==> config.mk <==
export PLATFORM = sky130hd
export DESIGN_NAME = hmpn_sim
export DESIGN_NICKNAME = d
export VERILOG_FILES = /design/src/rtl/core/hypothesis_merge_prune_normalise_top_macros.svh /design/src/rtl/core/hmpn_pkg.sv /design/src/rtl/core/hmpn_sim.sv
export SDC_FILE = /design/constraint.sdc
export NUM_CORES = 2
export LEC_CHECK = 0
export BUFFER_PORTS_ARGS = -buffer_cell sky130_fd_sc_hd__buf_2
export CORE_MARGIN = 2
export CORE_UTILIZATION = 46
export CTS_BUF_LIST = sky130_fd_sc_hd__clkbuf_2
export CTS_CLUSTER_SIZE = 24
export DETAILED_ROUTE_END_ITERATION = 8
export GPL_ROUTABILITY_DRIVEN = 0
export GPL_TIMING_DRIVEN = 0
export PLACE_DENSITY_LB_ADDON = 0.1
export SKIP_CTS_REPAIR_TIMING = 1
export SYNTH_ARGS = -nofsm -noshare
export SYNTH_HDL_FRONTEND = slang
export SYNTH_SLANG_ARGS = --single-unit
==> constraint.sdc <==
create_clock -name i_clk -period 15.6 [get_ports i_clk]
set_clock_uncertainty 0.15 [all_clocks]
set_input_delay 2.34 -clock i_clk [delete_from_list [all_inputs] [get_ports i_clk]]
set_output_delay 2.34 -clock i_clk [all_outputs]
set_load 0.01 [all_outputs]
==> src/rtl/core/hypothesis_merge_prune_normalise_top_macros.svh <==
// assertion helpers used by the top module
`ifndef HYPOTHESIS_MERGE_PRUNE_NORMALISE_TOP_MACROS_SVH
`define HYPOTHESIS_MERGE_PRUNE_NORMALISE_TOP_MACROS_SVH

// same-cycle implication, clocked on i_clk, off during reset
`define HMPN_ASSERT_IMPL(lbl, ante, cons) \
    lbl: assert property (@(posedge i_clk) disable iff (!i_rst_n) (ante) |-> (cons)) \
        else $error("assertion failed");

// next-cycle implication, clocked on i_clk, off during reset
`define HMPN_ASSERT_NEXT(lbl, ante, cons) \
    lbl: assert property (@(posedge i_clk) disable iff (!i_rst_n) (ante) |=> (cons)) \
        else $error("assertion failed");

`endif

==> src/rtl/core/hmpn_pkg.sv <==
package hmpn_pkg;

    localparam int MAX_HYP   = 64;
    localparam int IDX_W     = $clog2(MAX_HYP);
    localparam int CNT_W     = $clog2(MAX_HYP + 1);
    localparam int WIN_W     = 32;
    localparam int W_W       = 38;
    localparam int FRAC_W    = 16;
    localparam int SUM_W     = W_W + IDX_W;
    localparam int NW_W      = FRAC_W + 1;
    localparam int POS_W     = 24;
    localparam int HEAD_W    = 16;
    localparam int KEEP_W    = 7;
    localparam int LIM_W     = 16;
    localparam int CFG_IDX_W = 2;
    localparam int CFG_W     = 16;

    localparam logic [CFG_IDX_W-1:0] CFG_MAX_KEEP = 2'd0;
    localparam logic [CFG_IDX_W-1:0] CFG_POS_LIM  = 2'd1;
    localparam logic [CFG_IDX_W-1:0] CFG_HEAD_LIM = 2'd2;

    localparam logic [KEEP_W-1:0] RST_MAX_KEEP = 7'd8;
    localparam logic [LIM_W-1:0]  RST_POS_LIM  = 16'd512;
    localparam logic [LIM_W-1:0]  RST_HEAD_LIM = 16'd1638;

    typedef struct packed {
        logic signed [POS_W-1:0]  x;
        logic signed [POS_W-1:0]  y;
        logic signed [HEAD_W-1:0] hx;
        logic signed [HEAD_W-1:0] hy;
    } t_pose;

    typedef struct packed {
        logic [W_W-1:0] weight;
        t_pose          pose;
    } t_entry;

    localparam int ENTRY_W = $bits(t_entry);

    typedef struct packed {
        logic [LIM_W-1:0] pos_lim;
        logic [LIM_W-1:0] head_lim;
    } t_merge_lim;

    typedef enum logic [4:0] {
        S_LOAD,
        S_SRT_RD, S_SRT_LAT, S_SRT_JRD, S_SRT_JCMP, S_SRT_WR,
        S_MA, S_MA_LAT, S_MB, S_MB_LAT, S_MB_EVAL, S_MA_END,
        S_SV, S_SV_LAT, S_SV_RD, S_SV_CMP, S_SV_WR,
        S_SUM_RD, S_SUM_ADD,
        S_OUT_RD, S_OUT_LAT, S_DIV, S_OUT_WAIT
    } t_state;

endpackage

==> src/rtl/core/hmpn_sim.sv <==
module hmpn_sim (
    input  logic                i_clk,
    input  hmpn_pkg::t_pose     i_a_pose,
    input  hmpn_pkg::t_pose     i_b_pose,
    input  hmpn_pkg::t_merge_lim i_lim,
    output logic                o_similar
);

    localparam int DX_W = hmpn_pkg::POS_W + 1;
    localparam int SQ_W = 2 * DX_W;
    localparam int HS_W = hmpn_pkg::HEAD_W + 2;
    localparam int L2_W = 2 * hmpn_pkg::LIM_W;

    logic signed [DX_W-1:0] w_dx;
    logic signed [DX_W-1:0] w_dy;
    logic signed [SQ_W-1:0] w_dx2;
    logic signed [SQ_W-1:0] w_dy2;
    logic signed [HS_W-1:0] w_hsum;
    logic        [SQ_W-1:0] r_dx2;
    logic        [SQ_W-1:0] r_dy2;
    logic signed [HS_W-1:0] r_hsum;
    logic        [L2_W-1:0] r_lim2;
    logic        [SQ_W:0]   w_d2;

    assign w_dx   = DX_W'(i_a_pose.x) - DX_W'(i_b_pose.x);
    assign w_dy   = DX_W'(i_a_pose.y) - DX_W'(i_b_pose.y);
    assign w_dx2  = w_dx * w_dx;
    assign w_dy2  = w_dy * w_dy;
    assign w_hsum = (HS_W'(i_a_pose.hx) - HS_W'(i_b_pose.hx))
                  + (HS_W'(i_a_pose.hy) - HS_W'(i_b_pose.hy));

    // squares are registered before the compare
    always_ff @(posedge i_clk) begin
        r_dx2  <= w_dx2;
        r_dy2  <= w_dy2;
        r_hsum <= w_hsum;
        r_lim2 <= i_lim.pos_lim * i_lim.pos_lim;
    end

    assign w_d2 = {1'b0, r_dx2} + {1'b0, r_dy2};
    assign o_similar = (w_d2 < (SQ_W + 1)'(r_lim2))
                    && (r_hsum < $signed({2'b00, i_lim.head_lim}));

endmodule

==> results.txt <==
The instance count of the mapped netlist is between 6000 and 7000. The share of the clock period used by the worst path came out at 83.92%. The checks that failed: design-rule violations, max-capacitance violations, max-slew violations. The number of clock buffers inserted by TritonCTS is 17. The run finished, with violations left. Clock tree synthesis selected as its root buffer the cell sky130_fd_sc_hd__clkbuf_2. After routing the design area is 0.06079 mm^2. The pre-antenna-repair detailed-routing pass consisted of 7 iterations. The synthesized design contains 0 enable-type register cells. The worst-case setup slack after placement is 1805 ps. The met2 track demand over resource is a little over two fifths. The die is 357.4 um wide.

The initial antenna violation count is 5. The total standard cell area after synthesis came out at 0.05744 mm^2. Once the floorplan was initialized, standard cells occupied 46.40% of the core. The floorplan die area is 0.1277 mm^2. The final count of negative-setup-slack endpoints came out at 0.

The clock-pin slew reported for the worst setup and hold paths after clock tree synthesis came out at 280 ps. Setup repair after global routing left no endpoint under its margin. The transition time at the pin with the least slew margin is 1494 ps. Data on the critical path is required at its endpoint by between 15000 and 20000 ps. The placeable core region came out at 0.1238 mm^2. In this run the core area contains 129 standard-cell rows. The proportion of synthesized flip-flops having asynchronous set or reset is 0%. The pin count of the biggest net entering global routing is 19. The routed via count divided by cell count is ~5. Once routing completed, OpenROAD measured the worst setup slack at around 2500 ps.

The kind of start point of the critical path is an input port. The worst-path maximum fanout came out at 10. The count of input and output buffers came out at slightly below 200.

The H-tree depth reported by CTS is 4. The max-cap violation count is 3. The critical path data arrival time is 13810 ps.

The combined global-route utilization of all metal layers is between 20% and 30%. For this run, the post-layout net count is roughly 8500. The via count of the first global-routing pass came out at between 40000 and 50000. The global-route wire length before repair is about 250000 um. The detail-routed net length per standard cell came out at 19.30 um. For this block, the routed nets add up to ~160000 um of wire. In this run, distinct cell masters in the synthesized netlist total between 90 and 100. The global routing met1 resource utilization is between 30% and 40%. The height of the die came out at about 360 um. The path class of the tightest hold or removal check is in2reg. The number of design rule violations left after detail routing is 1.

The library cell appearing most often on the critical path is sky130_fd_sc_hd__fa_1. The relative slew slack is -0.2937%. Timing would allow up to 76.38 MHz. The flip-flop and latch area came out at just under 0.003 mm^2. The delay of the slowest cell on the worst path is roughly 740 ps.

The layout overhead on the synthesized area came out at 5.822%. The global route total overflow came out at 0. The final max-slew violation count is 2. The half-perimeter wire length after detailed placement came out at ~130000 um. The worst setup path is captured at a flip-flop. The area used by multi-input combinational logic came out at between 0.04 and 0.05 mm^2. By startpoint and endpoint, the worst setup path is classified as in2reg. The ratio of cells with drive above 1 in the final layout is around 5%.

The register bit count reported by yosys is about 150. For this run, global-route usage on met3 was measured as ~4.9%. The synthesized net count is ~8300.

The cell with the largest stage delay on the worst path is sky130_fd_sc_hd__clkbuf_1. The post-placement cell area is just over 0.06 mm^2. The I/O pin count is between 150 and 200.

TritonCTS built the clock tree. The number of hold-slack violations in the final timing report came out at 0. The post-synthesis average cell area is between 9 and 10 um^2. The number of design-rule violations left by the first detailed-router iteration is roughly 2400. The total vias in the final route came out at around 41000. The number of synthesis warnings is 0. The most instantiated flip-flop cell in the synthesis netlist is sky130_fd_sc_hd__dfxtp_1. The worst path in the final design needs a cycle of ~13000 ps, including I/O delays and setup. The antenna violation net count after detailed routing is 0. The layer flagged by global routing as most heavily used is met2. The sink count of the clock tree came out at approximately 150. The total negative slack is 0 ps. The filler cells instantiated in the layout total around 12000. Counting along the longest clock path gives a buffer depth of 2. The fraction of the yosys area taken by sequential cells is 5.123%.
## final timing paths
kind                   endpoint  slack (ps)  cells past startpoint         start
worst max-delay path  r_dx2[49]        2510                     40  i_a_pose[56]
worst min-delay path  r_hsum[0]        1440                      2   i_a_pose[1]
## layout make-up
cell class / instances / share of cell area, %
clock inverters: 15 / 0.3005
plain buffers: 140 / 0.9036
flip-flops and latches: 147 / 4.841
well taps: 1637 / 3.370
multi-input cells: 4189 / 78.34
diodes: 2 / 0.008234
inverters: 1701 / 10.50
repair buffers: 194 / 1.597
clock buffers: 17 / 0.1400
## registers in the layout (all words and copies together) (netlist names)
name,count
r_dx2,49
r_dy2,49
r_lim2,31
r_hsum,18
## logic make-up after synthesis
family | after synthesis | synth area share [%]
compound gates | 664 | 7.650
mux | 5 | 0.09148
flops | 147 | 5.123
simple gates | 1310 | 10.03
fa+ha+maj | 1964 | 61.25
buf+inv | 1841 | 12.07
xor+xnor | 246 | 3.790
## worst max-delay path, delay by kind of cell
| kind | cells | cell delay [ps] |
|---|---|---|
| AOI/OAI and AO/OA | 13 | 3580 |
| adders and majority gates | 10 | 4640 |
| and+or+nand+nor | 6 | 1190 |
| buffers and inverters | 10 | 1870 |
| xor gates and xnor gates | 1 | 180 |
## Yosys cell counts, types with 32 or more instances
cell / count / area, um^2
sky130_fd_sc_hd__a21o_1: 124 / 930.9
sky130_fd_sc_hd__xnor2_1: 168 / 1471
sky130_fd_sc_hd__a21oi_1: 200 / 1001
sky130_fd_sc_hd__dfxtp_1: 147 / 2943
sky130_fd_sc_hd__nor2_1: 434 / 1629
sky130_fd_sc_hd__xor2_1: 75 / 656.9
sky130_fd_sc_hd__ha_1: 551 / 6894
sky130_fd_sc_hd__nand3_1: 54 / 270.3
sky130_fd_sc_hd__inv_1: 1670 / 6269
sky130_fd_sc_hd__fa_1: 1413 / 28290
sky130_fd_sc_hd__nand2_1: 526 / 1974
sky130_fd_sc_hd__o21ai_0: 92 / 460.4
sky130_fd_sc_hd__and2_1: 92 / 575.6
sky130_fd_sc_hd__nor3_1: 32 / 160.2
sky130_fd_sc_hd__clkbuf_1: 117 / 439.2
sky130_fd_sc_hd__nor2b_1: 34 / 212.7
## metal layers
layer	routed length (um)	share of wire, %
met1	63290	41
met2	75640	49
met3	11230	7.2
met5	22	0.014
met4	5052	3.3
## stage by stage
stage	instances	hold slack, ps	utilization (%)
2_1_floorplan	6177	2218	-
3_3_place_gp	8007	2439	48.83
3_5_place_dp	8007	2436	48.88
4_1_cts	8039	1262	49.09
5_1_grt	8042	1314	49.10
6_report	8042	1437	49.10
## layout by cell type (no fill, tap or decap), types with 75 or more instances in the layout
cell / instances
sky130_fd_sc_hd__a21o_1: 124
sky130_fd_sc_hd__xor2_1: 75
sky130_fd_sc_hd__o21ai_0: 92
sky130_fd_sc_hd__nor2_1: 434
sky130_fd_sc_hd__nand2_1: 526
sky130_fd_sc_hd__dfxtp_1: 147
sky130_fd_sc_hd__clkbuf_1: 117
sky130_fd_sc_hd__a21oi_1: 200
sky130_fd_sc_hd__and2_1: 92
sky130_fd_sc_hd__buf_2: 200
sky130_fd_sc_hd__fa_1: 1413
sky130_fd_sc_hd__ha_1: 551
sky130_fd_sc_hd__inv_1: 1670
sky130_fd_sc_hd__xnor2_1: 161
Power is left out: the tool's default activity adds up to more than one toggle a clock period on the data nets, which glitch-free logic cannot reach.
