**config.mk**
```make
export PLATFORM = sky130hd
export DESIGN_NAME = hmpn_ram
export DESIGN_NICKNAME = d
export VERILOG_FILES = /design/src/rtl/core/hypothesis_merge_prune_normalise_top_macros.svh /design/src/rtl/core/hmpn_ram.sv
export SDC_FILE = /design/constraint.sdc
export NUM_CORES = 1
export LEC_CHECK = 0
export BUFFER_PORTS_ARGS = -buffer_cell sky130_fd_sc_hd__buf_4
export CAP_MARGIN = 20
export CORE_ASPECT_RATIO = 1.4
export CORE_UTILIZATION = 55
export DETAILED_ROUTE_END_ITERATION = 10
export PLACE_DENSITY = 0.78
export RECOVER_POWER = 25
export SLEW_MARGIN = 10
export SYNTH_ARGS = -nofsm -noshare
export SYNTH_HDL_FRONTEND = slang
export SYNTH_SLANG_ARGS = --single-unit
```
**constraint.sdc**
```tcl
create_clock -name i_clk -period 4.8 [get_ports i_clk]
set_input_delay 1.2 -clock i_clk [delete_from_list [all_inputs] [get_ports i_clk]]
set_output_delay 1.2 -clock i_clk [all_outputs]
set_load 0.05 [all_outputs]
```
**src/rtl/core/hypothesis_merge_prune_normalise_top_macros.svh**
```systemverilog
// assertion helpers used by the top module
`ifndef HYPOTHESIS_MERGE_PRUNE_NORMALISE_TOP_MACROS_SVH
`define HYPOTHESIS_MERGE_PRUNE_NORMALISE_TOP_MACROS_SVH

// same-cycle implication, clocked on i_clk, off during reset
`define HMPN_ASSERT_IMPL(lbl, ante, cons) \
    lbl: assert property (@(posedge i_clk) disable iff (!i_rst_n) (ante) |-> (cons)) \
        else $error("assertion failed");

// next-cycle implication, clocked on i_clk, off during reset
`define HMPN_ASSERT_NEXT(lbl, ante, cons) \
    lbl: assert property (@(posedge i_clk) disable iff (!i_rst_n) (ante) |=> (cons)) \
        else $error("assertion failed");

`endif

```
**src/rtl/core/hmpn_ram.sv**
```systemverilog
module hmpn_ram #(
    parameter int WIDTH = 8,
    parameter int DEPTH = 16
) (
    input  logic                     i_clk,
    input  logic                     i_we,
    input  logic [$clog2(DEPTH)-1:0] i_waddr,
    input  logic [WIDTH-1:0]         i_wdata,
    input  logic [$clog2(DEPTH)-1:0] i_raddr,
    output logic [WIDTH-1:0]         o_rdata
);

    logic [WIDTH-1:0] r_mem [DEPTH];

    always_ff @(posedge i_clk) begin
        if (i_we) begin
            r_mem[i_waddr] <= i_wdata;
        end
        o_rdata <= r_mem[i_raddr];
    end

endmodule

```
==> results.ini, run 1 <==
[status]
status=completed

[sta]
setup-tns-final_ns=0
worstMarginPinSlew_ns=0.958
hold_viol_final=0
rsz0062_at_grt=false
finalSetupViolCount=0
relSlewSlack=0.359
finalMaxSlewViolations=0
clock.fmax_mhz=406
clock_skew_ns=0.00504
post-route-period-util=0.513
fin_crit_ns=2.46

[routing]
remaining_drc_errors=0
antenna_left=0
wl_per_cell_um=24.2
vias=2401
vias_per_cell=6.20
wirelength_um=9380
drt-initial-drc-count=128
firstDrtPassIters=4

[yosys]
synth_fp_nets=247
synth-compound-area-share=0.0233
synth_xor_area_frac=0
synthSimpleGateAreaFrac=0.0318
synthesis.area_um2=5150
synth-main-ff-cell=edfxtp_1
synth_warnings=0
syn_inst=229
syn_avg_cell_area_um2=22.5
synth_cell_types=19
ys_ff_latch=136
synth_top_family_by_area=multiplexers
synthMuxAreaShare=0.150
synth-edff-count=128
yosys.area_share.adder=0
async_reset_ff_frac=0
synth.yosys.seq_area_share=0.778

[power_and_ir_drop]
ir_drop_mv=0.345
powerDensity_nw_per_um2=445
leakage_nw=1.97

[worst_setup_path]
path_buf_inv=1
path_delay_family=simple AND/OR/NAND/NOR gates
crit_chain=buf_4 > or3b_2 > nor2_1
cpPeakStageDelay_ns=0.66
worstPathRequired_ns=4.83
slowest_stage=nor2_1
startpoint_type=input pin
worstPathArrival_ns=2.49
cp-end-kind=flop
path_max_fanout=8
path_class=input pin to flop

[global_routing]
grt_pass1_wl_um=14200
antenna_found_initial=0
grt_pass1_vias=2522
grt.overflow.total=0
grt_max_degree=33
gr-usage-all-layers=0.212

[clock_tree]
cts_tree=built
cts_setup_buffers=0
clkTransAtPathRegs_ns=0.06
hold_buffers=0
postCtsResizedCells=0
cts_root_buf=clkbuf_16
cts_sinks=136
clkLatencyLatePin_ns=0.41
clk_path_buf_depth=2
cts-htree-levels=4
numCtsBuffers=17

[finish]
antenna_cells=0
fillers=575
drive_gt1_frac=0.243
syn_to_final_growth_pct=14.8
multiInputGateArea_um2=1060
nets=285
design_area_um2=5910
ff_latch_area_um2=4000

[floorplan]
core_area_um2=9030
die_h_um=116
die_w_um=83.8
start_util=0.570
die_area_um2=9760
ioPinCount=26
rows=41

[placed_design]
dp_hpwl_um=5670
placedInstanceArea_um2=5410
numPortBuffers=25
gp_congestion=0.771

[run]
drv_cap=0

[min_path]
hp-class=flop to flop

## path summary, 6_finish.rpt
check / start / to / slack, ns / cells after the start
max reg2reg: r_mem[1][7]$_DFFE_PP_ / o_rdata[7]$_DFF_P_ / 3.42 / 3
max: i_waddr[2] / r_mem[3][1]$_DFFE_PP_ / 2.34 / 3
min: r_mem[14][2]$_DFFE_PP_ / o_rdata[2]$_DFF_P_ / 0.68 / 3
min reg2reg: r_mem[14][2]$_DFFE_PP_ / o_rdata[2]$_DFF_P_ / 0.68 / 3
## state kept, by name, summed over array words and instances (netlist names)
signal	count
o_rdata	8
r_mem	128
## placed cells by master, fill, tap and decap left out, drive strengths merged
cell,synthesis,layout
edfxtp,128,128
and2,1,1
nand2,9,9
or3b,1,1
dfxtp,8,8
bufinv,0,1
clkbuf,0,27
clkinv,0,8
mux4,32,32
clkinvlp,0,2
buf,7,23
nor3,4,4
nor2,13,13
a22oi,16,16
nand3,1,1
nand3b,2,2
nand2b,2,2
nor2b,1,1
and2b,1,1
## cell families (layout without fill, tap and decap cells)
group | count (synthesis) | count (layout)
muxes | 32 | 32
buffers and inverters | 10 | 61
and+or+nand+nor | 35 | 35
DFF | 136 | 136
AOI/OAI and AO/OA | 16 | 16
## stage by stage
| step | setup slack [ns] | std cells | power [mW] | util | hold WS (ns) |
|---|---|---|---|---|---|
| 2_1_floorplan | 2.11 | 229 | 1.45 | - | 0.629 |
| 3_3_place_gp | 1.79 | 354 | 1.51 | 0.599 | 0.642 |
| 6_report | 2.34 | 387 | 2.63 | 0.655 | 0.682 |
| 5_1_grt | 2.28 | 387 | 2.70 | 0.655 | 0.719 |
| 3_5_place_dp | 1.74 | 354 | 1.51 | 0.599 | 0.657 |
| 4_1_cts | 2.16 | 386 | 2.65 | 0.657 | 0.672 |
## Yosys cell counts (all sizes together), types with 2 or more instances
library cell	instances	area, µm²
dfxtp	8	160
mux4	32	773
nand3b	2	15.0
nor2	13	48.8
clkdlybuf4s25	3	30.0
a22oi	16	120
nand2b	2	12.5
nand2	9	33.8
buf	7	56.3
edfxtp	128	3840
nor3	4	20.0
## layer usage
metal	share of wire	GRT usage
met1	0.40	0.250
met2	0.54	0.365
met3	0.047	0.0565
met4	0.017	0.106
met5	0	0
## worst reg2reg max path, stage by stage (launching register included)
cell,delay [ns]
edfxtp_1,0.38
mux4_2,0.46
a22oi_1,0.30
nand2_1,0.12
## layout make-up
cell class              count  area share
clock buffers              21      0.0745
repair buffers             29      0.0326
multi-input cells          83       0.179
clock inverters            11      0.0140
well taps                 107      0.0227
flip-flops and latches    136       0.677
## power breakdown
part           total, mW  internal, mW  switching, mW
registers           1.34          1.33        0.00718
logic              0.148        0.0541         0.0944
clock network       1.15         0.701          0.446
total               2.63          2.08          0.547
Power figures use the tool's default switching activity.
==> run 2, diff against run 1 <==
==> constraint.sdc (replaced) <==
create_clock -name i_clk -period 2.56 [get_ports i_clk]
set_input_delay 0.64 -clock i_clk [delete_from_list [all_inputs] [get_ports i_clk]]
set_output_delay 0.64 -clock i_clk [all_outputs]
set_load 0.05 [all_outputs]
==> run 2 against run 1 <==
  * Design area increased by 2.8%
  * Critical endpoint is now o_rdata[5]$_DFF_P_
  * Critical path type unchanged
  * Largest power group unchanged
  * Clock skew rose by 0.0027 ns
  * Flip-flop and latch count unchanged
  * Setup slack lost 1.6 ns
  * Core utilization grew 1.8 points
==> results.ini, run 2 (synthesized netlist as in run 1, its figures left out) <==
[sta]
clock.fmax_mhz=562
hold_viol_final=0  ; unchanged
finalSetupViolCount=0  ; unchanged
post-route-period-util=0.695
rsz0062_at_grt=false
worstMarginPinSlew_ns=0.650  ; -0.308 ns
setup-tns-final_ns=0  ; unchanged
fin_crit_ns=1.78
clock_skew_ns=0.00773  ; +0.00268 ns
finalMaxSlewViolations=0  ; unchanged
relSlewSlack=0.567  ; +0.208

[finish]
mostFrequentLayoutCells=edfxtp_1, buf_4, mux4_2
nets=301  ; +5.6%
top_register=r_mem
final_common_cell=edfxtp_1
drive_gt1_frac=0.301  ; +0.0578
antenna_cells=0  ; unchanged
largestRegisters=r_mem: 128 flops, o_rdata: 8 flops
syn_to_final_growth_pct=18.1
largest_register_ffs=128  ; unchanged

[worst_setup_path]
path_buf_inv=2  ; +1
slowest_stage=mux4_1
startpoint_type=input pin
crit_chain=buf_4 > buf_12 > mux4_1 > a22oi_1 > nand2_1
cp-end-kind=flop
worstPathRequired_ns=2.87  ; -1.96 ns
cpPeakStageDelay_ns=0.59  ; -0.07 ns
worstPathArrival_ns=2.09  ; -0.40 ns
path_max_fanout=15  ; +7
path_delay_family=multiplexers
path_class=input pin to flop

[floorplan]
die_h_um=116  ; unchanged
core_area_um2=9030  ; unchanged
ioPinCount=26  ; unchanged
die_area_um2=9760  ; unchanged
die_w_um=83.8  ; unchanged
start_util=0.570  ; unchanged
rows=41  ; unchanged

[routing]
antenna_left=0  ; unchanged
wirelength_um=9630  ; +2.7%
drt-initial-drc-count=266  ; +110%
firstDrtPassIters=4  ; unchanged
remaining_drc_errors=0  ; unchanged
vias_per_cell=6.16  ; -0.65%
wl_per_cell_um=23.9  ; -1.4%
vias=2484  ; +3.5%

[min_path]
hp-class=input pin to flop

[clock_tree]
cts_sinks=136  ; unchanged
clkLatencyLatePin_ns=0.42  ; about the same
hold_buffers=0  ; unchanged
cts-htree-levels=4  ; unchanged
numCtsBuffers=17  ; unchanged
cts_setup_buffers=0  ; unchanged
cts_root_buf=clkbuf_16
clkTransAtPathRegs_ns=0.06  ; about the same
clk_path_buf_depth=2  ; unchanged
cts_tree=built
postCtsResizedCells=0  ; unchanged

[global_routing]
grt_pass1_wl_um=14600  ; +2.6%
grt_util_met1=0.265  ; +0.0146
grt_busiest_layer=met2
grt.overflow.total=0  ; unchanged
grt_use_met2=0.365  ; -0.000542
gr-usage-all-layers=0.220  ; +0.00737
grt_pass1_vias=2553  ; +1.2%
antenna_found_initial=0  ; unchanged
grtUsageMet3=0.0565  ; unchanged
grt_max_degree=33  ; unchanged

[status]
status=completed

[power_and_ir_drop]
powerDensity_nw_per_um2=828  ; +86%
intPower_mw=3.94  ; +89%
swShare=0.218  ; +0.00951
clkPwrFrac=0.445  ; +0.009
power.total_mw=5.03  ; +91%
pwr-share-comb=0.057  ; about the same
ir_drop_mv=0.647  ; +87%
p_switching_mw=1.09  ; +100%
leakage_nw=2.07  ; +5.1%
power_frac_seq=0.498  ; -0.010

[placed_design]
dp_hpwl_um=6090  ; +7.3%
gp_congestion=0.718  ; -6.8%
numPortBuffers=25  ; unchanged

[run]
drv_cap=0  ; unchanged

[run 2: path summary, 6_finish.rpt]
path                          startpoint                     end  slack (ns)  cells after the start
setup / recovery              i_raddr[0]      o_rdata[5]$_DFF_P_        0.78                      5
hold / removal                i_wdata[5]  r_mem[14][5]$_DFFE_PP_        0.56                      1
hold reg to reg   r_mem[12][3]$_DFFE_PP_      o_rdata[3]$_DFF_P_        0.68                      3
setup reg to reg   r_mem[1][5]$_DFFE_PP_      o_rdata[5]$_DFF_P_        1.11                      3
[run 2: metrics by stage]
step                worst slack (ns)  cell area (µm²)   util  hold WS [ns]  instances
floorplan                      0.427             5150      -         0.629        229
global placement               0.436             5550  0.614         0.651        371
detailed placement             0.413             5550  0.614         0.671        371
CTS                            0.787             6100  0.676         0.518        403
global route                   0.688             6080  0.673         0.563        403
finish                         0.781             6080  0.673         0.558        403
[run 2: power groups by stage]
stage,logic (mW),clock network [mW],registers (mW)
2_1_floorplan,0.126,0,2.60
3_3_place_gp,0.287,0,2.55
3_5_place_dp,0.292,0,2.55
4_1_cts,0.295,2.27,2.51
5_1_grt,0.309,2.35,2.51
6_report,0.288,2.24,2.51
[run 2: cell type report]
cell class | instances | area (µm²)
flip-flops and latches | 136 | 4000
fillers | 557 | 2950
multi-input cells | 83 | 1060
repair buffers | 45 | 328
clock buffers | 18 | 429
clock inverters | 14 | 125
well taps | 107 | 134
[run 2: routing by layer]
metal,routed length [µm],vias to the layer above
li1,-,1087
met1,3550,1249
met2,5160,130
met3,680,18
met4,233,0
met5,0,-
==> run 3, diff against run 2 <==
--- a/config.mk
+++ b/config.mk
@@ -8,9 +8,9 @@
 export BUFFER_PORTS_ARGS = -buffer_cell sky130_fd_sc_hd__buf_4
 export CAP_MARGIN = 20
 export CORE_ASPECT_RATIO = 1.4
-export CORE_UTILIZATION = 55
+export CORE_UTILIZATION = 54
 export DETAILED_ROUTE_END_ITERATION = 10
-export PLACE_DENSITY = 0.78
+export PLACE_DENSITY = 0.79
 export RECOVER_POWER = 25
 export SLEW_MARGIN = 10
 export SYNTH_ARGS = -nofsm -noshare
==> constraint.sdc (replaced) <==
create_clock -name i_clk -period 1.6 [get_ports i_clk]
set_input_delay 0.4 -clock i_clk [delete_from_list [all_inputs] [get_ports i_clk]]
set_output_delay 0.4 -clock i_clk [all_outputs]
set_load 0.05 [all_outputs]
==> run 3 against run 2 <==
  * The run now ends with DRC left
  * Setup slack got worse by 0.57 ns
  * Sequential share of layout area is 2.6 points lower
  * Highest routed layer unchanged
  * First-iteration DRC count decreased by 26%
  * Power grew 74%
  * Die area rose by 1.8%
  * Hold slack worse by 0.24 ns
  * Critical path type is now flop to flop
  * Cell count grew 3.0%
==> results.ini, run 3 (synthesized netlist as in run 1, its figures left out) <==
[clock_tree]
clkTransAtPathRegs_ns=0.05  ; about the same
cts-htree-levels=4  ; unchanged
cts_setup_buffers=0  ; unchanged
cts_sinks=136  ; unchanged
hold_buffers=0  ; unchanged
cts_root_buf=clkbuf_16
clkLatencyLatePin_ns=0.40  ; -0.02 ns
numCtsBuffers=17  ; unchanged
postCtsResizedCells=0  ; unchanged
cts_tree=built
clk_path_buf_depth=2  ; unchanged

[routing]
remaining_drc_errors=6  ; +6
wl_met2_um=5530  ; +7.0%
vias=2547  ; +2.5%
dr_wl_met3_um=467  ; -31%
dr.max_layer_used=met4
firstDrtPassIters=8  ; +4
wl_per_cell_um=24.7  ; +3.4%
wirelength_um=10300  ; +6.5%
antenna_left=0  ; unchanged
vias_per_cell=6.14  ; -0.43%
wl_met1_um=4000  ; +13%
drt-initial-drc-count=198  ; -26%

[power_and_ir_drop]
power.total_mw=8.78  ; +74%
clkPwrFrac=0.486  ; +0.041
p_switching_mw=1.68  ; +54%
powerDensity_nw_per_um2=1390  ; +68%
ir_drop_mv=0.860  ; +33%
power_frac_seq=0.457  ; -0.041
leakage_nw=2.19  ; +5.8%
pwr-share-comb=0.057  ; about the same
swShare=0.192  ; -0.0259
intPower_mw=7.09  ; +80%

[sta]
finalSetupViolCount=0  ; unchanged
post-route-period-util=0.866
clock_skew_ns=0.00535  ; -0.00238 ns
hold_viol_final=0  ; unchanged
rsz0062_at_grt=false
layout_setup_ws_ns=0.214  ; -0.567 ns
relSlewSlack=0.509  ; -0.0584
worstMarginPinSlew_ns=0.737  ; +0.0875 ns
finalMaxSlewViolations=0  ; unchanged
clock.fmax_mhz=722
fin_crit_ns=1.39

[floorplan]
die_area_um2=9930  ; +1.8%
core_area_um2=9130  ; +1.1%
rows=41  ; unchanged
ioPinCount=26  ; unchanged
die_h_um=118  ; +0.91%
start_util=0.564  ; -0.00641
die_w_um=84.5  ; +0.90%

[finish]
drive_gt1_frac=0.321  ; +0.0208
largest_register_ffs=128  ; unchanged
antenna_cells=0  ; unchanged
nets=313  ; +4.0%
fin_util=0.692  ; +0.0193
top_register=r_mem
fillers=564  ; +1.3%
largestRegisters=r_mem: 128 flops, o_rdata: 8 flops
syn_to_final_growth_pct=22.8
mostFrequentLayoutCells=edfxtp_1, buf_4, mux4_2
final_common_cell=edfxtp_1

[status]
status=complete, but fails checks
violations=DRC

[min_path]
hp-class=input pin to flop

[placed_design]
dp_slack_ns=-0.139  ; -0.552 ns
numPortBuffers=25  ; unchanged
dp_hpwl_um=6380  ; +4.9%
gp_congestion=0.760  ; +5.9%

[run]
drv_cap=0  ; unchanged

[global_routing]
grt_pass1_wl_um=15600  ; +7.2%
grt_max_degree=17  ; -48%
grt.overflow.total=0  ; unchanged
grt_pass1_vias=2664  ; +4.3%
gr-usage-all-layers=0.230  ; +0.0104
antenna_found_initial=0  ; unchanged

[worst_setup_path]
path_max_fanout=1  ; -14
worstPathArrival_ns=1.66  ; -0.43 ns
cp-end-kind=flop
path_class=flop to flop
ff2ff_setup_slack_ns=0.21  ; -0.90 ns
worstPathRequired_ns=1.88  ; -0.99 ns
startpoint_type=flop

[run 3: final timing paths]
kind                               start                     to  cells after the start
hold / removal                i_wdata[6]  r_mem[7][6]$_DFFE_PP_                      1
setup / recovery   r_mem[1][0]$_DFFE_PP_     o_rdata[0]$_DFF_P_                      3
hold reg to reg   r_mem[12][4]$_DFFE_PP_     o_rdata[4]$_DFF_P_                      3
setup reg to reg   r_mem[1][0]$_DFFE_PP_     o_rdata[0]$_DFF_P_                      3
[run 3: layout make-up]
class,instances,area [µm²],share of cell area
clock buffers,18,429,0.0679
clock inverters,14,229,0.0362
multi-input cells,83,1060,0.168
flip-flops and latches,136,4000,0.633
well taps,107,134,0.0212
repair buffers,57,464,0.0734
[run 3: metal layers]
layer | up-vias | track usage
li1 | 1109 | -
met1 | 1318 | 0.279
met2 | 104 | 0.384
met3 | 16 | 0.0617
met4 | 0 | 0.108
met5 | - | 0
[run 3: power groups by stage]
stage                     Combinational (mW)  Sequential (mW)  Clock (mW)
after floorplan                        0.202             4.16           0
after global placement                 0.490             4.08           0
after detailed placement               0.502             4.09           0
after CTS                              0.512             4.02        4.29
after global routing                   0.532             4.02        4.46
final                                  0.500             4.02        4.26
[run 3: metrics by stage]
| stage | cells | hold WS, ns | TNS [ns] | area, µm² |
|---|---|---|---|---|
| after floorplan | 229 | 0.499 | -1.98 | 5150 |
| after global placement | 383 | 0.653 | -1.86 | 5690 |
| after detailed placement | 383 | 0.655 | -3.05 | 5690 |
| after CTS | 415 | 0.296 | 0 | 6350 |
| after global routing | 415 | 0.331 | 0 | 6320 |
| final | 415 | 0.322 | 0 | 6320 |
[run 3: critical path, cell delays in order, from the launching register on]
cell	delay, ns
edfxtp_1	0.37
mux4_1	0.53
a22oi_1	0.24
nand2_1	0.12
