<file path="src/rtl/core/hypothesis_merge_prune_normalise_top_macros.svh">
// assertion helpers used by the top module
`ifndef HYPOTHESIS_MERGE_PRUNE_NORMALISE_TOP_MACROS_SVH
`define HYPOTHESIS_MERGE_PRUNE_NORMALISE_TOP_MACROS_SVH

// same-cycle implication, clocked on i_clk, off during reset
`define HMPN_ASSERT_IMPL(lbl, ante, cons) \
    lbl: assert property (@(posedge i_clk) disable iff (!i_rst_n) (ante) |-> (cons)) \
        else $error("assertion failed");

// next-cycle implication, clocked on i_clk, off during reset
`define HMPN_ASSERT_NEXT(lbl, ante, cons) \
    lbl: assert property (@(posedge i_clk) disable iff (!i_rst_n) (ante) |=> (cons)) \
        else $error("assertion failed");

`endif

</file>
<file path="src/rtl/core/hmpn_pkg.sv">
package hmpn_pkg;

    localparam int MAX_HYP   = 64;
    localparam int IDX_W     = $clog2(MAX_HYP);
    localparam int CNT_W     = $clog2(MAX_HYP + 1);
    localparam int WIN_W     = 32;
    localparam int W_W       = 38;
    localparam int FRAC_W    = 16;
    localparam int SUM_W     = W_W + IDX_W;
    localparam int NW_W      = FRAC_W + 1;
    localparam int POS_W     = 24;
    localparam int HEAD_W    = 16;
    localparam int KEEP_W    = 7;
    localparam int LIM_W     = 16;
    localparam int CFG_IDX_W = 2;
    localparam int CFG_W     = 16;

    localparam logic [CFG_IDX_W-1:0] CFG_MAX_KEEP = 2'd0;
    localparam logic [CFG_IDX_W-1:0] CFG_POS_LIM  = 2'd1;
    localparam logic [CFG_IDX_W-1:0] CFG_HEAD_LIM = 2'd2;

    localparam logic [KEEP_W-1:0] RST_MAX_KEEP = 7'd8;
    localparam logic [LIM_W-1:0]  RST_POS_LIM  = 16'd512;
    localparam logic [LIM_W-1:0]  RST_HEAD_LIM = 16'd1638;

    typedef struct packed {
        logic signed [POS_W-1:0]  x;
        logic signed [POS_W-1:0]  y;
        logic signed [HEAD_W-1:0] hx;
        logic signed [HEAD_W-1:0] hy;
    } t_pose;

    typedef struct packed {
        logic [W_W-1:0] weight;
        t_pose          pose;
    } t_entry;

    localparam int ENTRY_W = $bits(t_entry);

    typedef struct packed {
        logic [LIM_W-1:0] pos_lim;
        logic [LIM_W-1:0] head_lim;
    } t_merge_lim;

    typedef enum logic [4:0] {
        S_LOAD,
        S_SRT_RD, S_SRT_LAT, S_SRT_JRD, S_SRT_JCMP, S_SRT_WR,
        S_MA, S_MA_LAT, S_MB, S_MB_LAT, S_MB_EVAL, S_MA_END,
        S_SV, S_SV_LAT, S_SV_RD, S_SV_CMP, S_SV_WR,
        S_SUM_RD, S_SUM_ADD,
        S_OUT_RD, S_OUT_LAT, S_DIV, S_OUT_WAIT
    } t_state;

endpackage

</file>
<file path="src/rtl/core/hmpn_div.sv">
module hmpn_div (
    input  logic                        i_clk,
    input  logic                        i_rst_n,
    input  logic                        i_start,
    input  logic [hmpn_pkg::W_W-1:0]    i_num,
    input  logic [hmpn_pkg::SUM_W-1:0]  i_den,
    output logic                        o_done,
    output logic [hmpn_pkg::NW_W-1:0]   o_quot
);

    localparam int CMP_W = hmpn_pkg::SUM_W + hmpn_pkg::NW_W - 1;
    localparam int K_W   = $clog2(hmpn_pkg::NW_W);

    logic [CMP_W-1:0]              r_rem;
    logic [hmpn_pkg::SUM_W-1:0]    r_den;
    logic [hmpn_pkg::NW_W-1:0]     r_quot;
    logic [K_W-1:0]                r_k;
    logic                          r_busy;
    logic                          r_done;
    logic [CMP_W-1:0]              w_shift;
    logic                          w_ge;

    assign w_shift = CMP_W'(r_den) << r_k;
    assign w_ge    = r_rem >= w_shift;

    // one quotient bit per cycle, msb first
    always_ff @(posedge i_clk) begin
        if (!i_rst_n) begin
            r_busy <= 1'b0;
            r_done <= 1'b0;
        end else begin
            r_done <= 1'b0;
            if (i_start) begin
                r_rem  <= CMP_W'({i_num, hmpn_pkg::FRAC_W'(0)});
                r_den  <= i_den;
                r_quot <= '0;
                r_k    <= K_W'(hmpn_pkg::NW_W - 1);
                r_busy <= 1'b1;
            end else if (r_busy) begin
                if (w_ge) begin
                    r_rem       <= r_rem - w_shift;
                    r_quot[r_k] <= 1'b1;
                end
                if (r_k == '0) begin
                    r_busy <= 1'b0;
                    r_done <= 1'b1;
                end else begin
                    r_k <= r_k - 1'b1;
                end
            end
        end
    end

    assign o_done = r_done;
    assign o_quot = (r_den == '0) ? '0 : r_quot;

endmodule

</file>
<file path="config.mk">
export PLATFORM = sky130hd
export DESIGN_NAME = hmpn_div
export DESIGN_NICKNAME = d
export VERILOG_FILES = /design/src/rtl/core/hypothesis_merge_prune_normalise_top_macros.svh /design/src/rtl/core/hmpn_pkg.sv /design/src/rtl/core/hmpn_div.sv
export SDC_FILE = /design/constraint.sdc
export NUM_CORES = 1
export LEC_CHECK = 0
export BUFFER_PORTS_ARGS = -buffer_cell sky130_fd_sc_hd__buf_2
export CELL_PAD_IN_SITES_DETAIL_PLACEMENT = 1
export CELL_PAD_IN_SITES_GLOBAL_PLACEMENT = 2
export CORE_MARGIN = 8
export CORE_UTILIZATION = 31
export CTS_CLUSTER_DIAMETER = 200
export DETAILED_ROUTE_END_ITERATION = 16
export PLACE_DENSITY_LB_ADDON = 0.05
export SYNTH_ARGS = -nofsm -noshare
export SYNTH_HDL_FRONTEND = slang
export SYNTH_SLANG_ARGS = --single-unit
</file>
<file path="constraint.sdc">
create_clock -name i_clk -period 8.3 [get_ports i_clk]
set_clock_uncertainty 0.1 [all_clocks]
set_input_delay 0.83 -clock i_clk [delete_from_list [all_inputs] [get_ports i_clk]]
set_output_delay 0.83 -clock i_clk [all_outputs]
set_load 0.02 [all_outputs]
</file>
==> key figures, run 1 <==
Placed design
  – Cell Area, Placed: 0.01202 mm^2
  – Place WS: 1419 ps
  – Gp weighted congestion: 0.8361
  – Placed wire-length estimate: 31660 um
  – Port buffer count: 102

CTS
  – CTS tree: built
  – Post-CTS sizing: 0
  – Post-CTS Setup Bufs: 0
  – H-tree Lvls: 4
  – Clk_lat worst skew: 450 ps
  – Root Driver: clkbuf_16
  – Bufs on Longest Clock Path: 2
  – CTS sink count: 128
  – Num CTS Buffers: 17
  – Post-cts hold buffer count: 0
  – Reg clk slew, reported paths: 60 ps

Worst setup path
  – R2R cell count: 16
  – CP Class: flip-flop to flip-flop
  – CP Launch Type: flip-flop
  – Setup crit end kind: flip-flop
  – Peak fanout along the critical path: 55
  – Worst R2R End: r_rem[21]$_DFFE_PP_
  – Reg2Reg Setup Slack: 1540 ps
  – Critical Path AT: 6770 ps
  – Req. time, crit path: 8310 ps
  – R2r startpoint: r_k[0]$_SDFFCE_PP0P_

Synth
  – Synth Net Count: 1426
  – Avg Cell Area, Syn: 8.713 um^2
  – Sequential share of the synthesized area: 34.39%
  – Main area contributors after synthesis: edfxtp_1 (34%), ha_1 (7.2%), nand2_1 (7.1%)
  – Post-synth top area cell: edfxtp_1
  – Gate Count Post-Synth: 1276
  – Post-synth top flop: edfxtp_1
  – EDFF count, synth: 126
  – Unique masters post-synth: 73
  – #FFs+latches synth: 128
  – Area share of the leading cell type in the synthesized netlist: 34.03%
  – Synth async-reset ratio: 0%
  – Mapped Area: 0.01112 mm^2
  – Yosys warns: 0

Timing
  – Tcrit/Tclk final: 81.47%
  – RSZ-0062 raised after global routing: false
  – Fin worst setup slack: 1538 ps
  – Slew Limit Fails: 0
  – Final hold vios: 0
  – Max Clock Freq: 147.9 MHz
  – Setup-failing EPs final: 0
  – Crit path time final: 6762 ps
  – Setup TNS: 0 ps
  – Worst slew pin tran: 1142 ps
  – Slew margin rel.: 23.19%

Power
  – Peak VDD IR: 0.0001605 V
  – Power Density: 251.9 mW/mm^2
  – P_leak: 4.893 nW
  – Tot Pwr: 3.162 mW

Floorplan
  – Die Wd: 205.4 um
  – Initial Util: 31.33%
  – Core ar.: 0.03548 mm^2
  – IO Pins: 103
  – Die area: 0.04218 mm^2
  – # rows: 69
  – Die height: 205.4 um

Cells and area
  – Commonest non-fill, non-tap cell in the layout: nand2_1
  – Share of layout cells above drive strength 1: 16.18%
  – Final instance area: 0.01255 mm^2
  – Most frequent cells in the layout: nand2_1 (209), edfxtp_1 (126), nor2_1 (123)
  – Diode count: 0
  – Nets: 1484
  – Area Growth Syn to Fin: 12.92%

Routing
  – Drt pass-1 iters: 4
  – DR vias: 9743
  – Routed WL: 40090 um
  – DR WL/cell: 22.17 um
  – Via/cell ratio: 5.389
  – Drt initial violations: 503
  – DRT antenna net count: 0
  – DRC Markers: 0

Global routing
  – GR peak layer: met2
  – Initial antenna violation count: 0
  – Vias in the first global route: 10276
  – Remaining global-route overflow: 0
  – GR Layer Usage met3: 2.566%
  – First-pass GRT wire length: 61870 um
  – Met2 Track Usage GR: 33.05%
  – Met1 Resource Use GR: 24.49%
  – Largest net degree at the start of global routing: 63
  – GRT Util Overall: 19.05%

Worst hold path
  – WHS Path Cells: 2
  – Hold endpoint: o_done$_SDFF_PP0_
  – Worst Hold Launch: r_busy$_SDFF_PN0_
  – Hold WC Path Type: flip-flop to flip-flop

Flow run
  – Max cap viols: 0

Outcome
  – Status: completed
area by class of cell:
type                            instances  area [um^2]
Clock buffer                           17        425.4
Clock inverter                         15        112.6
Fill cell                            4200        22930
Inverter                               38        142.6
Multi-Input combinational cell       1034         6850
Sequential cell                       128         3824
Tap cell                              461        576.8
Timing Repair Buffer                  115        623.1
worst max-delay path, stage by stage, from the launching register on:
cell and delay, ps:
edfxtp_1 960, buf_4 440, mux4_2 570, mux2i_1 270
nand2_1 140, nand2_1 140, o22a_1 210, ha_1 260
nand4_1 220, nor3_1 640, o311ai_2 310, nand2_2 250
a21oi_1 130, nor4b_1 360, o311ai_0 230, a21oi_4 700
buf_12 360
per-layer routing:
layer  wire length [um]  vias to the layer above  part of all wire, %
li1                   -                     4823                    -
met4                669                        0                  1.7
met1              18290                     4767                   46
met2              20060                      126                   50
met5                  0                        -                    0
met3               1066                       27                  2.7
per-stage QoR:
stage | utilization [%] | hold WS [ps] | instances
floorplan | - | 337.5 | 1276
global placement | 33.87 | 361.6 | 1776
detailed placement | 33.87 | 377.0 | 1776
CTS | 35.38 | 385.8 | 1808
global route | 35.38 | 400.8 | 1808
finish | 35.38 | 384.4 | 1808
power breakdown:
part | total (mW) | internal, mW | leakage [nW] | switching (mW)
logic | 1.56 | 0.572 | 3.43 | 0.988
clock network | 0.718 | 0.383 | 0.250 | 0.335
registers | 0.883 | 0.831 | 1.21 | 0.0525
registers in the layout, summed over array words and instances, names as in the netlist:
| register | cells |
|---|---|
| o_done | 1 |
| r_den | 44 |
| r_quot | 17 |
| r_busy | 1 |
| r_rem | 60 |
| r_k | 5 |
synth_stat cells (6+ instances only):
master and number:
buf_1 15, a21oi_2 7, mux2i_1 40, nor2_1 123, a31oi_1 17, o21bai_1 15
edfxtp_1 126, nand4_1 18, o22a_1 6, nand2b_1 15, mux2_2 10, a21o_1 22
ha_1 64, xnor2_1 28, clkbuf_1 44, mux4_2 31, xor2_1 20, nor3_1 20
inv_1 36, a21oi_1 122, nand3_1 18, nor2b_1 25, o21a_1 6, o21ai_1 8
buf_2 14, nand2_1 209, nor4_1 19, o21ai_0 100, or3_1 7
logic make-up after synthesis:
kind of cell,count (synthesis),synth area share (%)
AOI/OAI and AO/OA,363,20.29
xor gates and xnor gates,48,3.781
adders and majority gates,65,7.382
buffers and inverters,114,4.153
DFF,128,34.39
muxes,82,10.99
and+or+nand+nor,476,19.01
worst max-delay path by stage:
stage / depth (start not counted) / startpoint / to
2_1_floorplan: 20 / r_k[0]$_SDFFCE_PP0P_ / r_quot[0]$_SDFFCE_PP0P_
3_3_place_gp: 17 / r_k[0]$_SDFFCE_PP0P_ / r_rem[23]$_DFFE_PP_
3_5_place_dp: 16 / r_k[0]$_SDFFCE_PP0P_ / r_rem[4]$_SDFFCE_PP0P_
4_1_cts: 16 / r_k[0]$_SDFFCE_PP0P_ / r_rem[21]$_DFFE_PP_
5_1_grt: 17 / r_k[0]$_SDFFCE_PP0P_ / r_rem[23]$_DFFE_PP_
6_report: 16 / r_k[0]$_SDFFCE_PP0P_ / r_rem[21]$_DFFE_PP_
Note: power is estimated with default switching activity, not from simulation.
==> run 2: changes to the inputs <==
==> constraint.sdc (replaced) <==
create_clock -name i_clk -period 6.7 [get_ports i_clk]
set_clock_uncertainty 0.1 [all_clocks]
set_input_delay 0.67 -clock i_clk [delete_from_list [all_inputs] [get_ports i_clk]]
set_output_delay 0.67 -clock i_clk [all_outputs]
set_load 0.02 [all_outputs]
==> key figures, run 2 (synthesis gave the netlist of run 1 again) <==
Power
  – P_leak: 4.902 nW (+0.20%)
  – Seq pwr share: 28.0% (about the same)
  – Comb power frac: 49.3% (about the same)
  – Peak VDD IR: 0.0001908 V (+19%)
  – Power Density: 309.5 mW/mm^2 (+23%)
  – Switching power: 1.642 mW (+19%)
  – Switching part of the total: 42.31% (-1.2 points)
  – Pint: 2.239 mW (+25%)
  – Clock power share: 22.7% (about the same)

Flow run
  – Max cap viols: 0 (unchanged)

Cells and area
  – Nets: 1483 (-0.067%)
  – # fillers: 4159 (-0.98%)
  – Share of layout cells above drive strength 1: 15.91% (-0.27 points)
  – Max reg flops: 60 (unchanged)
  – Most frequent cells in the layout: nand2_1 (209), edfxtp_1 (126), nor2_1 (123)
  – Top Registers: r_rem: 60 flops, r_den: 44 flops, r_quot: 17 flops
  – Non-Filler Instances: 1806 (-0.11%)
  – Diode count: 0 (unchanged)
  – Commonest non-fill, non-tap cell in the layout: nand2_1
  – Most flops, register: r_rem
  – Area Growth Syn to Fin: 12.78%

Routing
  – Routed WL: 39520 um (-1.4%)
  – Via/cell ratio: 5.339 (-0.92%)
  – Drt initial violations: 359 (-29%)
  – DRT antenna net count: 0 (unchanged)
  – DRC Markers: 0 (unchanged)
  – Drt pass-1 iters: 4 (unchanged)
  – DR vias: 9643 (-1.0%)
  – DR WL/cell: 21.88 um (-1.3%)

Floorplan
  – Die Wd: 205.4 um (unchanged)
  – Initial Util: 31.33% (unchanged)
  – Die height: 205.4 um (unchanged)
  – Die area: 0.04218 mm^2 (unchanged)
  – # rows: 69 (unchanged)
  – IO Pins: 103 (unchanged)
  – Core ar.: 0.03548 mm^2 (unchanged)

Global routing
  – Remaining global-route overflow: 0 (unchanged)
  – Initial antenna violation count: 0 (unchanged)
  – GRT Util Overall: 18.96% (-0.091 points)
  – Vias in the first global route: 10280 (+0.039%)
  – Largest net degree at the start of global routing: 86 (+37%)
  – First-pass GRT wire length: 61460 um (-0.66%)

Worst hold path
  – Hold WC Path Type: primary input to flip-flop
  – WHS Path Cells: 1 (-1)

Timing
  – Setup-failing EPs final: 0 (unchanged)
  – Crit path time final: 6043 ps (-718.9 ps)
  – Slew Limit Fails: 0 (unchanged)
  – Setup TNS: 0 ps (unchanged)
  – RSZ-0062 raised after global routing: false
  – Slew margin rel.: 21.53% (-1.7 points)
  – Final hold vios: 0 (unchanged)
  – Tcrit/Tclk final: 90.19% (+8.7 points)
  – Worst slew pin tran: 1171 ps (+29.14 ps)
  – Max Clock Freq: 165.5 MHz (+12%)

CTS
  – Num CTS Buffers: 17 (unchanged)
  – Bufs on Longest Clock Path: 2 (unchanged)
  – Post-CTS Setup Bufs: 0 (unchanged)
  – Reg clk slew, reported paths: 60 ps (about the same)
  – Post-CTS sizing: 0 (unchanged)
  – CTS tree: built
  – CTS sink count: 128 (unchanged)
  – Post-cts hold buffer count: 0 (unchanged)
  – Clk_lat worst skew: 450 ps (about the same)
  – H-tree Lvls: 4 (unchanged)
  – Root Driver: clkbuf_16

Placed design
  – Gp weighted congestion: 0.8389 (+0.33%)
  – Placed wire-length estimate: 31090 um (-1.8%)
  – Port buffer count: 102 (unchanged)
  – Placed insts: 1775 (-0.056%)

Outcome
  – Status: completed

Worst setup path
  – CP Class: flip-flop to flip-flop
  – Reg2Reg Setup Slack: 660 ps (-880 ps)
  – Peak fanout along the critical path: 54 (-1.8%)
  – Req. time, crit path: 6670 ps (-1640 ps)
  – Critical Path AT: 6020 ps (-750 ps)
  – CP Launch Type: flip-flop
  – Setup crit end kind: flip-flop
  – R2R cell count: 18 (+2)
==> run 2: final cells by class <==
class / count / area [um^2] / area share [%]
Inverter: 38 / 142.6 / 1.138
Clock inverter: 11 / 93.84 / 0.7484
Sequential cell: 128 / 3824 / 30.49
Timing Repair Buffer: 114 / 615.6 / 4.909
Multi-Input combinational cell: 1034 / 6850 / 54.63
Clock buffer: 20 / 436.7 / 3.482
Tap cell: 461 / 576.8 / 4.600
==> run 2: metrics by stage <==
stage | setup WS, ps | cell area [um^2] | hold WS (ps) | power (mW) | util (%)
6_report | 657.0 | 12540 | 298.1 | 3.881 | 35.34
5_1_grt | 108.7 | 12540 | 272.3 | 4.177 | 35.34
4_1_cts | 590.4 | 12540 | 272.6 | 3.936 | 35.34
3_5_place_dp | 607.2 | 12010 | 361.5 | 3.031 | 33.84
3_3_place_gp | 573.1 | 12010 | 355.0 | 3.036 | 33.84
2_1_floorplan | 830.0 | 11130 | 337.5 | 2.484 | -
==> run 2: worst paths after layout <==
kind                                             to            startpoint
worst max-delay path            r_rem[29]$_DFFE_PP_  r_k[1]$_SDFFCE_PP0P_
worst min-delay path            r_den[37]$_DFFE_PP_             i_den[37]
worst max register to register  r_rem[29]$_DFFE_PP_  r_k[1]$_SDFFCE_PP0P_
worst min register to register    o_done$_SDFF_PP0_     r_busy$_SDFF_PN0_
==> run 2: power by group through the flow <==
stage                     registers (mW)  logic, mW  clock network (mW)
after floorplan                     1.08       1.41                   0
after global placement              1.11       1.93                   0
after detailed placement            1.11       1.93                   0
after CTS                           1.09       1.94               0.907
after global routing                1.10       2.14               0.936
final                               1.09       1.91               0.880
==> run 2: layer usage <==
metal	GRT usage (%)	vias to the layer above	part of all wire [%]	wire, um
met2	32.81	108	50	19840
met4	5.642	0	2.0	796
li1	-	4818	-	-
met5	0	-	0	0
met1	24.18	4682	45	17830
met3	2.739	35	2.7	1049
==> run 2: worst max-delay path, stage by stage (launching register included) <==
cell	delay (ps)
edfxtp_1	320
buf_4	520
mux2i_1	200
nor2_1	120
a31oi_1	100
o21ai_0	600
nor2_1	80
a21oi_1	220
nand2b_1	100
ha_1	380
nand4_1	230
nor3_1	570
o311ai_2	300
nand2_2	230
a21oi_1	140
nor4b_1	400
o311ai_0	240
a21oi_4	180
buf_4	550
==> run 3: changes to the inputs <==
--- a/config.mk
+++ b/config.mk
@@ -9,7 +9,7 @@
 export CELL_PAD_IN_SITES_DETAIL_PLACEMENT = 1
 export CELL_PAD_IN_SITES_GLOBAL_PLACEMENT = 2
 export CORE_MARGIN = 8
-export CORE_UTILIZATION = 31
+export CORE_UTILIZATION = 38
 export CTS_CLUSTER_DIAMETER = 200
 export DETAILED_ROUTE_END_ITERATION = 16
 export PLACE_DENSITY_LB_ADDON = 0.05
==> key figures, run 3 (synthesis gave the netlist of run 1 again) <==
Cells and area
  – Final instance area: 0.01250 mm^2 (-0.30%)
  – Area Growth Syn to Fin: 12.45%
  – Share of layout cells above drive strength 1: 16.06% (+0.15 points)
  – Most frequent cells in the layout: nand2_1 (209), edfxtp_1 (126), nor2_1 (123)
  – # fillers: 3416 (-18%)
  – Max reg flops: 60 (unchanged)
  – Most flops, register: r_rem
  – Nets: 1482 (-0.067%)
  – Commonest non-fill, non-tap cell in the layout: nand2_1
  – Top Registers: r_rem: 60 flops, r_den: 44 flops, r_quot: 17 flops
  – Diode count: 0 (unchanged)

Placed design
  – Port buffer count: 102 (unchanged)
  – Gp weighted congestion: 0.8676 (+3.4%)
  – Cell Area, Placed: 0.01192 mm^2 (-0.76%)
  – Placed wire-length estimate: 28910 um (-7.0%)

Timing
  – Max Clock Freq: 172.4 MHz (+4.2%)
  – Final hold vios: 0 (unchanged)
  – Tcrit/Tclk final: 86.59% (-3.6 points)
  – Worst hold slack: 290.0 ps (-8.051 ps)
  – Crit path time final: 5801 ps (-241.8 ps)
  – Slew margin rel.: 26.93% (+5.4 points)
  – Slew Limit Fails: 0 (unchanged)
  – RSZ-0062 raised after global routing: false
  – Setup TNS: 0 ps (unchanged)
  – Worst slew pin tran: 1096 ps (-74.72 ps)
  – Setup-failing EPs final: 0 (unchanged)

Global routing
  – First-pass GRT wire length: 59130 um (-3.8%)
  – Remaining global-route overflow: 0 (unchanged)
  – Vias in the first global route: 10193 (-0.85%)
  – Initial antenna violation count: 0 (unchanged)
  – GRT Util Overall: 21.30% (+2.3 points)
  – Largest net degree at the start of global routing: 75 (-13%)

Floorplan
  – # rows: 62 (-10%)
  – IO Pins: 103 (unchanged)
  – Die height: 187.1 um (-8.9%)
  – Die area: 0.03499 mm^2 (-17%)
  – Core ar.: 0.02878 mm^2 (-19%)
  – Die Wd: 187.1 um (-8.9%)
  – Initial Util: 38.63% (+7.3 points)

Worst hold path
  – Hold WC Path Type: primary input to flip-flop
  – Worst Hold Launch: i_den[26]
  – WHS Path Cells: 1 (unchanged)
  – Hold endpoint: r_den[26]$_DFFE_PP_

Flow run
  – Max cap viols: 0 (unchanged)

Worst setup path
  – Critical Path AT: 5810 ps (-210 ps)
  – R2R cell count: 17 (-1)
  – Req. time, crit path: 6710 ps (+40 ps)
  – Peak fanout along the critical path: 57 (+5.6%)
  – Setup crit end kind: flip-flop
  – CP Launch Type: flip-flop
  – Worst setup startpoint: r_k[0]$_SDFFCE_PP0P_
  – Reg2Reg Setup Slack: 900 ps (+240 ps)
  – Worst R2R End: r_rem[13]$_SDFFCE_PP0P_
  – R2r startpoint: r_k[0]$_SDFFCE_PP0P_
  – CP Class: flip-flop to flip-flop

CTS
  – Reg clk slew, reported paths: 70 ps (about the same)
  – Num CTS Buffers: 17 (unchanged)
  – Post-CTS Setup Bufs: 0 (unchanged)
  – H-tree Lvls: 4 (unchanged)
  – Root Driver: clkbuf_16
  – CTS sink count: 128 (unchanged)
  – Bufs on Longest Clock Path: 2 (unchanged)
  – CTS tree: built
  – Post-CTS sizing: 0 (unchanged)
  – Clk_lat worst skew: 450 ps (about the same)
  – Post-cts hold buffer count: 0 (unchanged)

Routing
  – Drt pass-1 iters: 5 (+1)
  – DR vias: 9781 (+1.4%)
  – Drt initial violations: 448 (+25%)
  – Via/cell ratio: 5.657 (+5.9%)
  – DR WL/cell: 21.56 um (-1.4%)
  – DRC Markers: 0 (unchanged)
  – DRT antenna net count: 0 (unchanged)
  – Routed WL: 37280 um (-5.7%)

Power
  – Tot Pwr: 3.959 mW (+2.0%)
  – Power Density: 316.7 mW/mm^2 (+2.3%)
  – Peak VDD IR: 0.0001884 V (-1.3%)
  – P_leak: 4.919 nW (+0.34%)

Outcome
  – Status: completed
run 3: power by group:
group	switching (mW)	internal [mW]
Sequential	0.0585	1.03
Combinational	1.21	0.707
Clock	0.406	0.553
run 3: how the worst max path moves through the flow:
stage	slack [ps]	end	depth (start not counted)
2_1_floorplan	830	r_quot[0]$_SDFFCE_PP0P_	20
3_3_place_gp	950	r_rem[3]$_SDFFCE_PP0P_	17
3_5_place_dp	910	r_rem[3]$_SDFFCE_PP0P_	17
4_1_cts	870	r_rem[18]$_DFFE_PP_	17
5_1_grt	570	r_rem[13]$_SDFFCE_PP0P_	17
6_report	900	r_rem[13]$_SDFFCE_PP0P_	17
run 3: metrics by stage:
| stage | setup WS, ps | util [%] | instances |
|---|---|---|---|
| 2_1_floorplan | 830.0 | - | 1276 |
| 3_3_place_gp | 946.3 | 41.41 | 1697 |
| 3_5_place_dp | 910.5 | 41.41 | 1697 |
| 4_1_cts | 872.0 | 43.44 | 1729 |
| 5_1_grt | 569.0 | 43.44 | 1729 |
| 6_report | 898.8 | 43.44 | 1729 |
run 3: metal layers:
layer  part of all wire, %  global-route usage (%)  vias up  wire (um)
met5                     0                       0        -          0
met1                    46                   27.30     4795      17130
met4                   1.3                   5.162        0        470
met2                    50                   37.32      147      18720
met3                   2.6                   2.927       28        958
li1                      -                       -     4811          -
run 3: cell type report:
cell class,instances,area (um^2),area share (%)
clock inverters,14,155.1,1.241
repair buffers,113,620.6,4.964
flip-flops and latches,128,3824,30.58
clock buffers,18,429.2,3.433
well taps,384,480.5,3.843
multi-input cells,1034,6850,54.79
inverters,38,142.6,1.141
run 3: critical path: stages, from the launching register on:
cell and delay (ps):
edfxtp_1 350, buf_4 470, a211oi_1 90, a21oi_1 390, mux2i_1 310, nand2_1 160
nand2_1 80, or2_2 290, ha_1 430, nand4_1 240, nor3_1 630, o311ai_2 290
nand2_2 230, a21oi_1 160, nor4b_1 350, o311ai_0 240, a21oi_4 230, buf_12 330
